===== src/hdl/vcd_pkg.sv =====
// ----------------------------------------------------------------------------
// vcd_pkg: shared types for the Vorbis comment deframer
// Parse phase codes, status codes and the result record.
// ----------------------------------------------------------------------------
`default_nettype none

package vcd_pkg;

   // Parse phase, one-hot
   typedef enum logic [5:0] {
      PH_VLEN   = 6'b000001,
      PH_VTEXT  = 6'b000010,
      PH_CCOUNT = 6'b000100,
      PH_CLEN   = 6'b001000,
      PH_CTEXT  = 6'b010000,
      PH_DONE   = 6'b100000
   } phase_type;

   typedef enum logic [1:0] {
      ST_PENDING   = 2'd0,
      ST_ACCEPTED  = 2'd1,
      ST_TRUNCATED = 2'd2,
      ST_TRAILING  = 2'd3
   } status_type;

   typedef struct packed {
      logic [7:0]  byte_out;
      logic        is_vendor_text;
      logic        is_comment_text;
      logic [31:0] comment_number;
      logic        comment_end;
      status_type  status;
   } result_type;

endpackage

`default_nettype wire


===== src/hdl/vcd_if.sv =====
// ----------------------------------------------------------------------------
// vcd_if: channel interfaces for the Vorbis comment deframer
// Byte request channel, result channel and control register write channel.
// ----------------------------------------------------------------------------
`default_nettype none

interface vcd_req_if;
   logic       valid;
   logic       ready;
   logic [7:0] data_byte;
   logic       payload_last;

   modport source (output valid, output data_byte, output payload_last, input ready);
   modport sink   (input valid, input data_byte, input payload_last, output ready);
endinterface

interface vcd_rsp_if;
   logic        valid;
   logic        ready;
   logic [7:0]  byte_out;
   logic        is_vendor_text;
   logic        is_comment_text;
   logic [31:0] comment_number;
   logic        comment_end;
   logic [1:0]  status;

   modport source (output valid, output byte_out, output is_vendor_text,
                   output is_comment_text, output comment_number,
                   output comment_end, output status, input ready);
   modport sink   (input valid, input byte_out, input is_vendor_text,
                   input is_comment_text, input comment_number,
                   input comment_end, input status, output ready);
endinterface

interface vcd_csr_if;
   logic valid;
   logic ready;
   logic reject_trailing;

   modport source (output valid, output reject_trailing, input ready);
   modport sink   (input valid, input reject_trailing, output ready);
endinterface

`default_nettype wire


===== src/hdl/vcd_parse.sv =====
// ----------------------------------------------------------------------------
// vcd_parse: payload parse state and per-byte decode
// Holds the field/length counters; result is combinational from state and
// the staged byte, state commits on fire.
// ----------------------------------------------------------------------------
`default_nettype none

module vcd_parse (
   input  wire logic               clock,
   input  wire logic               reset,
   input  wire logic               fire,
   input  wire logic [7:0]         data_byte,
   input  wire logic               payload_last,
   input  wire logic               reject_trailing,
   output vcd_pkg::result_type     result
);

   vcd_pkg::phase_type phase_ff, phase_in;
   logic [1:0]  field_idx_ff, field_idx_in;
   logic [31:0] length_assembly_ff, length_assembly_in;
   logic [31:0] bytes_remaining_ff, bytes_remaining_in;
   logic [31:0] comments_remaining_ff, comments_remaining_in;
   logic [31:0] comment_index_ff, comment_index_in;
   logic        saw_trailing_ff, saw_trailing_in;

   logic [31:0] asm_merged;
   logic        field_done;
   logic        rem_last;
   logic        cmt_last;

   always_comb begin
      asm_merged = length_assembly_ff;
      asm_merged[{field_idx_ff, 3'b000} +: 8] = data_byte;
      field_done = (field_idx_ff == 2'd3);
      rem_last   = (bytes_remaining_ff == 32'd1);
      cmt_last   = (comments_remaining_ff == 32'd1);

      phase_in              = phase_ff;
      field_idx_in          = field_idx_ff;
      length_assembly_in    = length_assembly_ff;
      bytes_remaining_in    = bytes_remaining_ff;
      comments_remaining_in = comments_remaining_ff;
      comment_index_in      = comment_index_ff;
      saw_trailing_in       = saw_trailing_ff;

      result                 = '0;
      result.byte_out        = data_byte;
      result.status          = vcd_pkg::ST_PENDING;

      unique case (phase_ff)
         vcd_pkg::PH_VLEN: begin
            length_assembly_in = asm_merged;
            field_idx_in       = field_idx_ff + 2'd1;
            if (field_done) begin
               bytes_remaining_in = asm_merged;
               phase_in = (asm_merged == 32'd0) ? vcd_pkg::PH_CCOUNT : vcd_pkg::PH_VTEXT;
            end
         end
         vcd_pkg::PH_VTEXT: begin
            result.is_vendor_text = 1'b1;
            bytes_remaining_in    = bytes_remaining_ff - 32'd1;
            if (rem_last) begin
               phase_in = vcd_pkg::PH_CCOUNT;
            end
         end
         vcd_pkg::PH_CCOUNT: begin
            length_assembly_in = asm_merged;
            field_idx_in       = field_idx_ff + 2'd1;
            if (field_done) begin
               comments_remaining_in = asm_merged;
               phase_in = (asm_merged == 32'd0) ? vcd_pkg::PH_DONE : vcd_pkg::PH_CLEN;
            end
         end
         vcd_pkg::PH_CLEN: begin
            result.comment_number = comment_index_ff;
            length_assembly_in    = asm_merged;
            field_idx_in          = field_idx_ff + 2'd1;
            if (field_done) begin
               bytes_remaining_in = asm_merged;
               if (asm_merged == 32'd0) begin
                  // empty comment ends on its last length byte
                  result.comment_end    = 1'b1;
                  comment_index_in      = comment_index_ff + 32'd1;
                  comments_remaining_in = comments_remaining_ff - 32'd1;
                  phase_in = cmt_last ? vcd_pkg::PH_DONE : vcd_pkg::PH_CLEN;
               end else begin
                  phase_in = vcd_pkg::PH_CTEXT;
               end
            end
         end
         vcd_pkg::PH_CTEXT: begin
            result.comment_number  = comment_index_ff;
            result.is_comment_text = 1'b1;
            bytes_remaining_in     = bytes_remaining_ff - 32'd1;
            if (rem_last) begin
               result.comment_end    = 1'b1;
               comment_index_in      = comment_index_ff + 32'd1;
               comments_remaining_in = comments_remaining_ff - 32'd1;
               phase_in = cmt_last ? vcd_pkg::PH_DONE : vcd_pkg::PH_CLEN;
            end
         end
         default: begin
            saw_trailing_in = 1'b1;
         end
      endcase

      if (payload_last) begin
         if (phase_in != vcd_pkg::PH_DONE) begin
            result.status = vcd_pkg::ST_TRUNCATED;
         end else if (saw_trailing_in && reject_trailing) begin
            result.status = vcd_pkg::ST_TRAILING;
         end else begin
            result.status = vcd_pkg::ST_ACCEPTED;
         end
         phase_in              = vcd_pkg::PH_VLEN;
         field_idx_in          = 2'd0;
         length_assembly_in    = '0;
         bytes_remaining_in    = '0;
         comments_remaining_in = '0;
         comment_index_in      = '0;
         saw_trailing_in       = 1'b0;
      end
   end

   always_ff @(posedge clock) begin
      if (reset) begin
         phase_ff              <= vcd_pkg::PH_VLEN;
         field_idx_ff          <= 2'd0;
         length_assembly_ff    <= '0;
         bytes_remaining_ff    <= '0;
         comments_remaining_ff <= '0;
         comment_index_ff      <= '0;
         saw_trailing_ff       <= 1'b0;
      end else if (fire) begin
         phase_ff              <= phase_in;
         field_idx_ff          <= field_idx_in;
         length_assembly_ff    <= length_assembly_in;
         bytes_remaining_ff    <= bytes_remaining_in;
         comments_remaining_ff <= comments_remaining_in;
         comment_index_ff      <= comment_index_in;
         saw_trailing_ff       <= saw_trailing_in;
      end
   end

   // final byte always leaves a fresh parser behind
   a_last_clears: assert property (@(posedge clock) disable iff (reset)
      (fire && payload_last) |=> (phase_ff == vcd_pkg::PH_VLEN && field_idx_ff == 2'd0
                                  && comment_index_ff == 32'd0 && !saw_trailing_ff))
      else $error("parse state not cleared after final byte");

   // comment end only comes out of the comment phases
   a_end_phase: assert property (@(posedge clock) disable iff (reset)
      result.comment_end |-> (phase_ff == vcd_pkg::PH_CLEN || phase_ff == vcd_pkg::PH_CTEXT))
      else $error("comment end outside comment phases");

   // text counters never run empty while text is being read
   a_text_count: assert property (@(posedge clock) disable iff (reset)
      (phase_ff == vcd_pkg::PH_VTEXT || phase_ff == vcd_pkg::PH_CTEXT)
         |-> (bytes_remaining_ff != 32'd0))
      else $error("text phase with zero bytes remaining");

endmodule

`default_nettype wire


===== src/hdl/vorbis_comment_deframer_core.sv =====
// A request byte is registered in the input stage, then in the result register, before its response is offered.
// Throughput: one byte per cycle, sustained, with rsp_bus.ready held high.
// While a response waits, the input stage takes one more byte and then drops
// ready; once the response is taken both stages move on the same edge.
// Reset: synchronous, active high; clears the pipeline and the parse state
// and sets reject_trailing to 1.
// ----------------------------------------------------------------------------
// vorbis_comment_deframer_core: Vorbis comment payload deframer
// Marks vendor and comment text bytes, numbers comments, flags comment ends
// and reports a status on the final payload byte.
// ----------------------------------------------------------------------------
`default_nettype none

module vorbis_comment_deframer_core (
   input  wire logic  clock,
   input  wire logic  reset,
   vcd_req_if.sink    req_bus,
   vcd_rsp_if.source  rsp_bus,
   vcd_csr_if.sink    csr_bus
);

   // ---------------------------------------------------------------
   // Control register: write it only while the block is idle; the block itself does not enforce this.
   // ---------------------------------------------------------------
   logic reject_ff;

   assign csr_bus.ready = 1'b1;

   always_ff @(posedge clock) begin
      if (reset) begin
         reject_ff <= 1'b1;
      end else if (csr_bus.valid) begin
         reject_ff <= csr_bus.reject_trailing;
      end
   end

   // ---------------------------------------------------------------
   // Input stage: holds one byte until the result register can take
   // its decode. Ready stays high whenever the byte moves on.
   // ---------------------------------------------------------------
   logic       s1_valid_ff, s1_valid_in;
   logic [7:0] s1_byte_ff;
   logic       s1_last_ff;
   logic       advance;
   logic       req_fire;

   assign advance        = s1_valid_ff && (!rsp_bus.valid || rsp_bus.ready);
   assign req_bus.ready  = !s1_valid_ff || advance;
   assign req_fire       = req_bus.valid && req_bus.ready;
   assign s1_valid_in    = req_fire || (s1_valid_ff && !advance);

   always_ff @(posedge clock) begin
      if (reset) begin
         s1_valid_ff <= 1'b0;
      end else begin
         s1_valid_ff <= s1_valid_in;
      end
   end

   // payload: no reset needed
   always_ff @(posedge clock) begin
      if (req_fire) begin
         s1_byte_ff <= req_bus.data_byte;
         s1_last_ff <= req_bus.payload_last;
      end
   end

   // ---------------------------------------------------------------
   // Decode: parse state advances on the same edge the result is
   // captured, so state and output never drift apart.
   // ---------------------------------------------------------------
   vcd_pkg::result_type decode;

   vcd_parse u_parse (
      .clock           (clock),
      .reset           (reset),
      .fire            (advance),
      .data_byte       (s1_byte_ff),
      .payload_last    (s1_last_ff),
      .reject_trailing (reject_ff),
      .result          (decode)
   );

   // ---------------------------------------------------------------
   // Result register
   // ---------------------------------------------------------------
   logic                out_valid_ff, out_valid_in;
   vcd_pkg::result_type out_data_ff;

   assign out_valid_in = advance || (out_valid_ff && !rsp_bus.ready);

   always_ff @(posedge clock) begin
      if (reset) begin
         out_valid_ff <= 1'b0;
      end else begin
         out_valid_ff <= out_valid_in;
      end
   end

   always_ff @(posedge clock) begin
      if (advance) begin
         out_data_ff <= decode;
      end
   end

   assign rsp_bus.valid           = out_valid_ff;
   assign rsp_bus.byte_out        = out_data_ff.byte_out;
   assign rsp_bus.is_vendor_text  = out_data_ff.is_vendor_text;
   assign rsp_bus.is_comment_text = out_data_ff.is_comment_text;
   assign rsp_bus.comment_number  = out_data_ff.comment_number;
   assign rsp_bus.comment_end     = out_data_ff.comment_end;
   assign rsp_bus.status          = out_data_ff.status;

   // input only backs up when both stages are full and the sink stalls
   a_ready_low: assert property (@(posedge clock) disable iff (reset)
      !req_bus.ready |-> (s1_valid_ff && out_valid_ff && !rsp_bus.ready))
      else $error("request stalled with room in the pipeline");

   // a decoded byte always lands in the result register
   a_advance_fills: assert property (@(posedge clock) disable iff (reset)
      advance |=> out_valid_ff)
      else $error("result lost after advance");

   // a stalled response holds steady
   a_rsp_hold: assert property (@(posedge clock) disable iff (reset)
      (rsp_bus.valid && !rsp_bus.ready) |=> (rsp_bus.valid && $stable(out_data_ff)))
      else $error("response changed while stalled");

endmodule

`default_nettype wire


===== src/flat_wrapper.sv =====
// flat-port wrapper written by rule: the top's interface ports become plain ports
module vorbis_comment_deframer_core_flat 
  (clock, reset, req_bus_valid, req_bus_data_byte, req_bus_payload_last, req_bus_ready, rsp_bus_valid, rsp_bus_byte_out, rsp_bus_is_vendor_text, rsp_bus_is_comment_text, rsp_bus_comment_number, rsp_bus_comment_end, rsp_bus_status, rsp_bus_ready, csr_bus_valid, csr_bus_reject_trailing, csr_bus_ready);
  vcd_req_if req_bus_i ();
  vcd_rsp_if rsp_bus_i ();
  vcd_csr_if csr_bus_i ();
  input  wire logic clock;
  input  wire logic reset;
  input wire logic [$bits(req_bus_i.valid)-1:0] req_bus_valid;
  input wire logic [$bits(req_bus_i.data_byte)-1:0] req_bus_data_byte;
  input wire logic [$bits(req_bus_i.payload_last)-1:0] req_bus_payload_last;
  output wire logic [$bits(req_bus_i.ready)-1:0] req_bus_ready;
  output wire logic [$bits(rsp_bus_i.valid)-1:0] rsp_bus_valid;
  output wire logic [$bits(rsp_bus_i.byte_out)-1:0] rsp_bus_byte_out;
  output wire logic [$bits(rsp_bus_i.is_vendor_text)-1:0] rsp_bus_is_vendor_text;
  output wire logic [$bits(rsp_bus_i.is_comment_text)-1:0] rsp_bus_is_comment_text;
  output wire logic [$bits(rsp_bus_i.comment_number)-1:0] rsp_bus_comment_number;
  output wire logic [$bits(rsp_bus_i.comment_end)-1:0] rsp_bus_comment_end;
  output wire logic [$bits(rsp_bus_i.status)-1:0] rsp_bus_status;
  input wire logic [$bits(rsp_bus_i.ready)-1:0] rsp_bus_ready;
  input wire logic [$bits(csr_bus_i.valid)-1:0] csr_bus_valid;
  input wire logic [$bits(csr_bus_i.reject_trailing)-1:0] csr_bus_reject_trailing;
  output wire logic [$bits(csr_bus_i.ready)-1:0] csr_bus_ready;
  assign req_bus_i.valid = req_bus_valid;
  assign req_bus_i.data_byte = req_bus_data_byte;
  assign req_bus_i.payload_last = req_bus_payload_last;
  assign req_bus_ready = req_bus_i.ready;
  assign rsp_bus_valid = rsp_bus_i.valid;
  assign rsp_bus_byte_out = rsp_bus_i.byte_out;
  assign rsp_bus_is_vendor_text = rsp_bus_i.is_vendor_text;
  assign rsp_bus_is_comment_text = rsp_bus_i.is_comment_text;
  assign rsp_bus_comment_number = rsp_bus_i.comment_number;
  assign rsp_bus_comment_end = rsp_bus_i.comment_end;
  assign rsp_bus_status = rsp_bus_i.status;
  assign rsp_bus_i.ready = rsp_bus_ready;
  assign csr_bus_i.valid = csr_bus_valid;
  assign csr_bus_i.reject_trailing = csr_bus_reject_trailing;
  assign csr_bus_ready = csr_bus_i.ready;
  vorbis_comment_deframer_core u_core (.clock(clock), .reset(reset), .req_bus(req_bus_i), .rsp_bus(rsp_bus_i), .csr_bus(csr_bus_i));
endmodule

===== config.mk =====
export PLATFORM = sky130hd
export DESIGN_NAME = vorbis_comment_deframer_core_flat
export DESIGN_NICKNAME = d
export VERILOG_FILES = /design/src/hdl/vcd_pkg.sv /design/src/hdl/vcd_if.sv /design/src/hdl/vcd_parse.sv /design/src/hdl/vorbis_comment_deframer_core.sv /design/src/flat_wrapper.sv
export SDC_FILE = /design/constraint.sdc
export NUM_CORES = 1
export LEC_CHECK = 0
export ABC_AREA = 1
export BUFFER_PORTS_ARGS = -buffer_cell sky130_fd_sc_hd__buf_2
export CAP_MARGIN = 20
export CORE_ASPECT_RATIO = 2
export CORE_MARGIN = 3
export CORE_UTILIZATION = 29
export CTS_CLUSTER_DIAMETER = 120
export DETAILED_ROUTE_END_ITERATION = 7
export MAX_ROUTING_LAYER = met4
export PLACE_DENSITY = 0.5
export SYNTH_ARGS = -nofsm -noshare
export SYNTH_HDL_FRONTEND = slang
export SYNTH_SLANG_ARGS = --single-unit

===== constraint.sdc =====
create_clock -name clock -period 6.34 [get_ports clock]
set_clock_uncertainty 0.05 [all_clocks]
set_input_delay 0.951 -clock clock [delete_from_list [all_inputs] [get_ports clock]]
set_output_delay 0.951 -clock clock [all_outputs]
set_load 0.05 [all_outputs]

# [After elaboration in Yosys (flattened, before gate mapping)]
# Cells that the tools add are included.
# Widths: inputs -> output; s select.
[totals] ff_bits=194 word_cells=107 out_inout_bits=48
[classes] reduce_logical=27 eq_ne=14 bitwise=1 shift=2 n_addsub=5 muxes=39
[op_table] op="$mux 32" count=12
[op_table] op="$pmux 32 s2" count=2
[op_table] op="$pmux 32 s3" count=1
[op_table] op="$pmux 33 s2" count=1
[op_table] op="$eq 32x1->1 const B" count=2
[op_table] op="$sub 32x1->32 const B" count=2
[op_table] op="$mux 6" count=9
[op_table] op="$add 32x1->32 const B" count=1
[op_table] op="$bwmux 32" count=1
[op_table] op="$logic_not 32->1" count=1
[op_table] op="$shift 8x7->32 const A" count=1
[op_table] op="$shiftx 8x7->32" count=1
[op_table] op="$pmux 6 s5" count=1
[op_table] op="$ne 3x2->1 const B" count=4
[op_table] op="$mux 2" count=4
[op_table] op="$mux 1" count=7
[op_table] op="$neg 5->7" count=1
[op_table] op="$eq 6x1->1 const B" count=1
[op_table] op="$eq 6x2->1 const B" count=1
[op_table] op="$eq 6x3->1 const B" count=1
[op_table] op="$eq 6x4->1 const B" count=1
[op_table] op="$eq 6x5->1 const B" count=1
[op_table] op="$ne 6x6->1 const B" count=1
[op_table] op="$reduce_and 6->1" count=1
[op_table] op="17 further kinds" count=30

# [Longest topological paths before layout]
# Gate-level depths: netlist of run 1.
[depth] ltp_word=9 ltp_mapped=20

# [Cells and area by module]
# A second synthesis of run 1 with hierarchy kept.
[unflattened] hier_cells=1614 area_unflattened_um2=10958.0
[by_module_without_submodules] module="vcd_parse" instances=1 cells_per_inst=1542 area_each_um2=9200.1 seq_area_each_um2=2742.6
[by_module_without_submodules] module="vorbis_comment_deframer_core" instances=1 cells_per_inst=72 area_each_um2=1757.9 seq_area_each_um2=1681.6

# [Worst setup path before layout of run 1]
# OpenSTA, ideal clock, no wires.
[synth_timing] path_type="input-to-reg" startpoint="input port rsp_bus_ready" endpoint="register u_core.u_parse.bytes_remaining_ff[13]" path_buffers=1 slack_ns=3.103 cell_stages=9 t_required_ns=6.220 setup_time_ns=0.070 arrival_time_ns=3.117 path_cell_list="inv_1 > nand2_1 > nand2_1 > inv_1 > nand2_1 > and2_1 > buf_2 > a221o_1 > a21oi_1"
[synth_via] elab_chain_len=3
[synth_lines] element="start: declaration" line="flat_wrapper.sv:20" rtl="input wire logic [$bits(rsp_bus_i.ready)-1:0] rsp_bus_ready;"
[synth_lines] element="$logic_or 1x1->1" line="vorbis_comment_deframer_core.sv:47" rtl="assign advance = s1_valid_ff && (!rsp_bus.valid || rsp_bus.ready);"
[synth_lines] element="$logic_and 1x1->1" line="vorbis_comment_deframer_core.sv:47"
[synth_lines] element="net u_core.advance" line="vorbis_comment_deframer_core.sv:44" rtl="logic advance;"
[synth_lines] element="$reduce_and 3->1 (no line)"
[synth_lines] element="end signal: assignment" line="vcd_parse.sv:138" rtl="bytes_remaining_ff <= bytes_remaining_in;"
[synth_lines] element="end: declaration" line="vcd_parse.sv:21" rtl="logic [31:0] bytes_remaining_ff, bytes_remaining_in;"
# The timed path passes the listed nets, and every way through them passes these cells.
# A chain may end at the register's enable or synchronous reset.

# [Worst setup path after layout of run 1]
[layout_timing] startpoint="register u_core.u_parse.field_idx_ff[0]" endpoint="register u_core.u_parse.comments_remaining_ff[27]"
[layout_via] elab_chain_len=6 elab_cells_between_ends=13 cone_classes="1 x add/sub; 4 x eq/ne; 2 x shift; 4 x mux; 2 x reduce/logical"
[layout_lines] element="start: declaration" line="vcd_parse.sv:19" rtl="logic [1:0] field_idx_ff, field_idx_in;"
[layout_lines] element="start signal: assignment" line="vcd_parse.sv:136" rtl="field_idx_ff <= field_idx_in;"
[layout_lines] element="$neg 5->7" line="vcd_parse.sv:33" rtl="asm_merged[{field_idx_ff, 3'b000} +: 8] = data_byte;"
[layout_lines] element="$shiftx 8x7->32 or $shift 8x7->32 (tied branches)" line="vcd_parse.sv:33"
[layout_lines] element="$bwmux 32" line="vcd_parse.sv:33"
[layout_lines] element="$logic_not 32->1 or $mux 32 (tied branches)" line="vcd_parse.sv:80, vcd_parse.sv:69"
[layout_lines] element="$ne 3x2->1 (no line) or $pmux 32 s3 (tied branches)"
[layout_lines] element="$reduce_and 6->1 (no line) or $mux 32 (tied branches)"
[layout_lines] element="end signal: assignment" line="vcd_parse.sv:139" rtl="comments_remaining_ff <= comments_remaining_in;"
[layout_lines] element="end: declaration" line="vcd_parse.sv:22" rtl="logic [31:0] comments_remaining_ff, comments_remaining_in;"
# Several ways; a longest one is shown, not always the timed one. The select of a mux whose other input is x is not followed.

==> run summary, run 1 <==
initial antenna violation count - 0
# diodes - 0
post-CTS sizing - 0
Max clock buf depth - 2
Die X - 142 um
Port Buffers - 61
post-synth cell types - 50
vias - 10,300
global-route wire length before repair - 58.0 mm
peak supply drop - 0.165 mV
Synth top area share - 26.0%
sequential area share after synthesis - 41.1%
Synth warnings - 0
P_leak - 4.75 nW
Starting Density - 29.5%
I/O pin count - 63
GP Congestion - 0.972
Least-Margin Pin Slew - 0.990 ns
fin. max-slew vios - 0
outcome - finished, final reports clean
max frequency - 0.243 GHz
Syn Area/Cell - 6.94 um2
count leader, synth - nand2_1
layout net count - 1,608
Max Cap Viol - 0
Final setup viols - 0
total grt overflow - 0
Critical Path AT - 4.38 ns
die area - 0.0396 mm2
top cells by area, synth - dfxtp_1 26%, edfxtp_1 15%, nand2_1 12%
drt total wl - 38.7 mm
syn_nets - 1,577
Final Hold Fails - 0
Rows - 99
Setup TNS - 0 ns
CTS hold repair buffers - 0
hold crit path type - flop to flop
count of state elements after synthesis - 194
GR Util All Layers - 20.0%
drt drc - 0
CTS tree - yes
vias in the first global route - 10,100
TritonCTS Buffers - 17
Crit. End Element - flop
antenna-violating nets left - 0
Wirelength per Cell - 18.9 um
Mapped Cells - 1,551
top post-synthesis cells by count - 334 x nand2_1, 242 x nor2_1, 183 x inv_1
Post-synth ARST share - 0%
Pwr Total - 2.70 mW
initial DRC count - 629
H-tree levels - 4
post-synth top area cell - dfxtp_1
crit-path max FO - 39
Vias/cell - 5.01
share of cells above drive strength 1 - 10.2%
post-DP HPWL - 29.7 mm
Post-CTS Setup Bufs - 0
clock period minus worst slack - 4.11 ns
CTS Root Cell - clkbuf_16
Initial DRT Pass Iterations - 5
critical path class - flop to flop
largest net degree at the start of global routing - 62
Tcrit/Tclk final - 64.8%
die height - 278 um
relative max-transition margin - 33.9%
Post-synth EDFFs - 54
Top FF cell, synth - dfxtp_1
Post-Syn Area - 0.0108 mm2
Worst EP required - 6.61 ns
core area - 0.0365 mm2
RSZ-0062 raised after global routing - false
area delta synth->final - 11.6%
Clock Sinks - 194
startpoint class of the critical path - flop
PD cells - 225 mW/mm2
clk slew on worst S/H paths - 0.08 ns
clock latency on the worst-skew pair - 0.46 ns
hold slack - 0.413 ns
[cell usage in the layout, fill, tap and decap left out, types with 8 or more instances in the layout]
cell,netlist,routed
a21oi_1,160,160
buf_2,12,60
buf_4,6,13
clkbuf_16,0,17
dfxtp_1,140,140
edfxtp_1,54,54
ha_1,11,11
inv_1,183,182
inv_2,18,19
nand2_1,334,334
nand3_1,53,53
nand3_2,9,9
nand4_1,26,26
nor2_1,242,242
nor2_2,13,13
nor3_1,38,38
nor4_1,11,11
o211ai_1,13,13
o21ai_0,61,61
o21ai_1,11,11
o22ai_1,11,11
or2_2,8,8
xor2_1,30,30
[final cells by class]
cell class / instances / area [um2]
Tap cell: 454 / 568
Inverter: 204 / 766
Clock inverter: 13 / 98.8
Sequential cell: 194 / 4420
Clock buffer: 19 / 453
Multi-Input combinational cell: 1091 / 5280
Timing Repair Buffer: 74 / 425
Fill cell: 3918 / 24500
[final timing paths]
check,from,endpoint,slack (ns),depth (start not counted)
min,u_core.u_parse.length_assembly_ff[22],u_core.u_parse.length_assembly_ff[22],0.41,2
max,u_core.u_parse.field_idx_ff[0],u_core.u_parse.comments_remaining_ff[27],2.23,17
min reg2reg,u_core.u_parse.length_assembly_ff[22],u_core.u_parse.length_assembly_ff[22],0.41,2
max reg2reg,u_core.u_parse.field_idx_ff[0],u_core.u_parse.comments_remaining_ff[27],2.23,17
[critical path, cell delays in order (launching register included)]
cell and delay, ns:
dfxtp_1 0.71, inv_2 0.13, ha_1 0.41, nand3_2 0.14, inv_2 0.07, a21oi_1 0.64, nand2_1 0.11, nor2_1 0.11
nand2_1 0.10, nor2_2 0.15, nand2_2 0.09, nand3_2 0.09, nand3_2 0.08, buf_4 0.27, inv_2 0.41, o21ai_0 0.18
a21oi_1 0.16, nor2_1 0.05
[registers in the layout (all words and copies together) (netlist names), 6 cells and up]
register / cells
u_core.s1_byte_ff: 8
u_core.u_parse.phase_ff: 6
u_core.rsp_bus.byte_out: 8
u_core.u_parse.bytes_remaining_ff: 32
u_core.u_parse.comment_index_ff: 32
u_core.u_parse.comments_remaining_ff: 32
u_core.rsp_bus.comment_number: 32
u_core.u_parse.length_assembly_ff: 32
[layer usage]
metal	GRT usage (%)	part of all wire [%]
met1	16.9	32
met5	-	0
met4	15.4	8.9
met2	37.6	56
met3	2.96	3.0
[report_power, final]
part / internal [mW] / leakage (nW) / total [mW] / switching [mW]
clock: 0.529 / 0.265 / 1.06 / 0.529
combinational: 0.0783 / 2.85 / 0.325 / 0.247
sequential: 1.30 / 1.63 / 1.32 / 0.0179
total: 1.90 / 4.75 / 2.70 / 0.794
[kinds of logic (layout without fill, tap and decap cells)]
logic type	count (synthesis)	after routing	synth area share, %
AOI/OAI and AO/OA	296	296	15.4
xor gates and xnor gates	35	35	2.85
adders and majority gates	11	11	1.28
buffers and inverters	266	310	9.83
DFF	194	194	41.1
and+or+nand+nor	748	748	29.5
other	1	1	0.0348
[through the flow]
step | area [um2] | util, % | setup WS (ns) | instances
finish | 12000 | 32.9 | 2.23 | 2049
global route | 12000 | 32.9 | 1.88 | 2049
CTS | 12000 | 32.9 | 2.32 | 2049
detailed placement | 11500 | 31.4 | 2.33 | 2017
global placement | 11400 | 31.3 | 2.37 | 2016
floorplan | 10800 | - | 3.10 | 1551
(Power assumes the default switching activity.)
==> run 2, diff against run 1 <==
--- a/config.mk
+++ b/config.mk
@@ -5,7 +5,7 @@
 export SDC_FILE = /design/constraint.sdc
 export NUM_CORES = 1
 export LEC_CHECK = 0
-export ABC_AREA = 1
+export ABC_AREA = 0
 export BUFFER_PORTS_ARGS = -buffer_cell sky130_fd_sc_hd__buf_2
 export CAP_MARGIN = 20
 export CORE_ASPECT_RATIO = 2
==> constraint.sdc (replaced) <==
create_clock -name clock -period 4 [get_ports clock]
set_clock_uncertainty 0.05 [all_clocks]
set_input_delay 0.6 -clock clock [delete_from_list [all_inputs] [get_ports clock]]
set_output_delay 0.6 -clock clock [all_outputs]
set_load 0.05 [all_outputs]
==> run summary, run 2 <==
Post-Syn Area - 0.00998 mm2 (was 0.0108 mm2)
Die X - 137 um (was 142 um)
Placed Area - 0.0110 mm2 (was 0.0115 mm2)
Crit. End Element - flop (unchanged)
core area - 0.0338 mm2 (was 0.0365 mm2)
# diodes - 0 (unchanged)
post-DP HPWL - 26.3 mm (was 29.7 mm)
Pint - 3.02 mW (was 1.90 mW)
Final setup viols - 0 (unchanged)
drt drc - 0 (unchanged)
peak supply drop - 0.334 mV (was 0.165 mV)
count leader, synth - nor2_1 (was nand2_1)
H-tree levels - 4 (unchanged)
Least-Margin Pin Slew - 1.01 ns (was 0.990 ns)
sequential power share - 48.5% (was 48.7%)
CTS tree - yes (unchanged)
post-synth cell types - 64 (was 50)
post-route cell area - 0.0116 mm2 (was 0.0120 mm2)
post-synth top area cell - dfxtp_1 (unchanged)
hold path startpoint - req_bus_data_byte[1] (was u_core.u_parse.length_assembly_ff[22])
global-route wire length before repair - 53.2 mm (was 58.0 mm)
NetSw - 1.27 mW (was 0.794 mW)
CTS Root Cell - clkbuf_16 (unchanged)
Max clock buf depth - 2 (unchanged)
PD cells - 371 mW/mm2 (was 225 mW/mm2)
Rows - 95 (was 99)
Critical Path AT - 3.93 ns (was 4.38 ns)
commonest cells after routing, fill and taps aside - 179 x nor2_1, 140 x dfxtp_1, 114 x a21oi_1 (was 334 x nand2_1, 242 x nor2_1, 182 x inv_1)
relative max-transition margin - 32.3% (was 33.9%)
Max Cap Viol - 0 (unchanged)
die height - 268 um (was 278 um)
Syn Area/Cell - 8.16 um2 (was 6.94 um2)
syn_nets - 1,249 (was 1,577)
GR Util All Layers - 19.7% (was 20.0%)
crit-path max FO - 9 (was 39)
reg2reg path depth - 11 (was 17)
hold crit path type - input pin to flop (was flop to flop)
outcome - finished, final reports clean (unchanged)
Net Sw Frac - 29.6% (was 29.4%)
I/O pin count - 63 (unchanged)
flop2flop setup slack - 0.25 ns (was 2.23 ns)
Wirelength per Cell - 20.0 um (was 18.9 um)
vias - 9,164 (was 10,300)
P_leak - 4.06 nW (was 4.75 nW)
Tcrit/Tclk final - 93.9% (was 64.8%)
Clock power frac - 39.8% (was 39.2%)
GP Congestion - 1.02 (was 0.972)
RR Startpoint - u_core.u_parse.field_idx_ff[1] (was u_core.u_parse.field_idx_ff[0])
antenna-violating nets left - 0 (unchanged)
vias in the first global route - 9,108 (was 10,100)
Setup TNS - 0 ns (unchanged)
final setup margin - 0.245 ns (was 2.23 ns)
Synth top area share - 28.1% (was 26.0%)
top post-synthesis cells by count - 180 x nor2_1, 140 x dfxtp_1, 114 x a21oi_1 (was 334 x nand2_1, 242 x nor2_1, 183 x inv_1)
largest net degree at the start of global routing - 54 (was 62)
dpl ws - 0.266 ns (was 2.33 ns)
Hold EP - u_core.s1_byte_ff[1] (was u_core.u_parse.length_assembly_ff[22])
clk slew on worst S/H paths - 0.08 ns (about the same)
RSZ-0062 raised after global routing - false (unchanged)
Clock Sinks - 194 (unchanged)
layout net count - 1,302 (was 1,608)
clock latency on the worst-skew pair - 0.48 ns (was 0.46 ns)
Port Buffers - 61 (unchanged)
hold slack - 0.248 ns (was 0.413 ns)
die area - 0.0368 mm2 (was 0.0396 mm2)
most common cell after layout, fill and taps aside - nor2_1 (was nand2_1)
r2r endpoint - u_core.rsp_bus.status[1] (was u_core.u_parse.comments_remaining_ff[27])
Final Hold Fails - 0 (unchanged)
top cells by area, synth - dfxtp_1 28%, edfxtp_1 16%, nor2_1 6.8% (was dfxtp_1 26%, edfxtp_1 15%, nand2_1 12%)
Post-synth EDFFs - 54 (unchanged)
share of cells above drive strength 1 - 12.9% (was 10.2%)
Synth warnings - 0 (unchanged)
Worst EP required - 4.17 ns (was 6.61 ns)
count of state elements after synthesis - 194 (unchanged)
CTS hold repair buffers - 0 (unchanged)
fin. max-slew vios - 0 (unchanged)
critical path class - flop to flop (unchanged)
Hold Crit Depth - 1 (was 2)
Post-synth ARST share - 0% (unchanged)
sequential area share after synthesis - 44.3% (was 41.1%)
Vias/cell - 5.31 (was 5.01)
Mapped Cells - 1,223 (was 1,551)
max frequency - 0.266 GHz (was 0.243 GHz)
total grt overflow - 0 (unchanged)
combinational share of power - 11.7% (was 12.1%)
clock period minus worst slack - 3.75 ns (was 4.11 ns)
area delta synth->final - 15.7% (was 11.6%)
drt total wl - 34.5 mm (was 38.7 mm)
Initial DRT Pass Iterations - 4 (was 5)
TritonCTS Buffers - 17 (unchanged)
initial DRC count - 409 (was 629)
Starting Density - 29.6% (was 29.5%)
startpoint class of the critical path - flop (unchanged)
initial antenna violation count - 0 (unchanged)
Top FF cell, synth - dfxtp_1 (unchanged)
-- run 2: cell count changes after synthesis, sizes merged, moves of 19 or more --
cell	previous run	this run
a31oi	6	26
clkbuf	38	75
a22oi	6	27
nand3	62	37
and2	3	33
a21oi	162	114
nor2b	0	35
nand2	336	96
inv	201	34
nor2	255	180
or3	0	27
buf	24	5
-- run 2: repair_timing --
action | CTS | global route
gates resized for setup | 0 | 4
setup endpoints to repair | 0 | 1
buffers inserted | 0 | 0
-- run 2: routing by layer --
metal | part of all wire (%) | GRT usage [%]
met4 | 6.7 | 13.7
met3 | 2.1 | 2.04
met5 | 0 | -
met2 | 57 | 37.5
met1 | 34 | 17.6
-- run 2: cell families (layout without fill, tap and decap cells) --
kind of cell    after synthesis  count (layout)  share of synthesized area (%)
compound gates              334             334                           20.5
xor+xnor                     35              35                           3.07
fa+ha+maj                    11              11                           1.38
buf+inv                     115             181                           4.53
flops                       194             194                           44.3
mux                           1               1                          0.100
other cells                   1               1                         0.0376
simple gates                532             532                           26.0
-- run 2: through the flow --
step,power (mW),util [%],cells
2_1_floorplan,2.44,-,1223
3_3_place_gp,2.63,32.4,1692
3_5_place_dp,2.63,32.5,1693
4_1_cts,4.34,34.2,1725
5_1_grt,4.45,34.2,1725
6_report,4.29,34.2,1725
-- run 2: worst max path at each step --
stage	from	endpoint	slack (ns)
after floorplan	u_core.u_parse.field_idx_ff[0]	u_core.u_parse.comment_index_ff[13]	0.29
after global placement	u_core.u_parse.field_idx_ff[0]	u_core.rsp_bus.status[1]	0.31
after detailed placement	u_core.u_parse.field_idx_ff[1]	u_core.rsp_bus.status[1]	0.27
after CTS	u_core.u_parse.field_idx_ff[1]	u_core.rsp_bus.status[1]	0.25
after global routing	u_core.u_parse.field_idx_ff[1]	u_core.rsp_bus.status[1]	0.02
final	u_core.u_parse.field_idx_ff[1]	u_core.rsp_bus.status[1]	0.25
-- run 2: cell type report --
class	count	area [um2]
Tap cell	436	546
Multi-Input combinational cell	914	5150
Timing Repair Buffer	114	731
Inverter	35	131
Clock inverter	15	148
Fill cell	3598	22200
Sequential cell	194	4420
Clock buffer	17	425
-- run 2: worst max-delay path, cell delays in order (launching register included) --
cell	delay [ns]
dfxtp_1	0.41
inv_1	0.11
ha_1	0.32
nor2b_1	0.17
buf_4	0.17
a31o_1	0.25
or4_1	0.50
nor3_1	0.30
nand2_1	0.24
o31a_1	0.34
or3_1	0.37
o31a_1	0.28
-- run 2: power groups by stage --
stage / Clock, mW / Combinational, mW / Sequential [mW]
4_1_cts: 1.76 / 0.505 / 2.08
3_3_place_gp: 0 / 0.504 / 2.13
6_report: 1.71 / 0.503 / 2.08
3_5_place_dp: 0 / 0.503 / 2.13
2_1_floorplan: 0 / 0.245 / 2.19
5_1_grt: 1.83 / 0.541 / 2.08
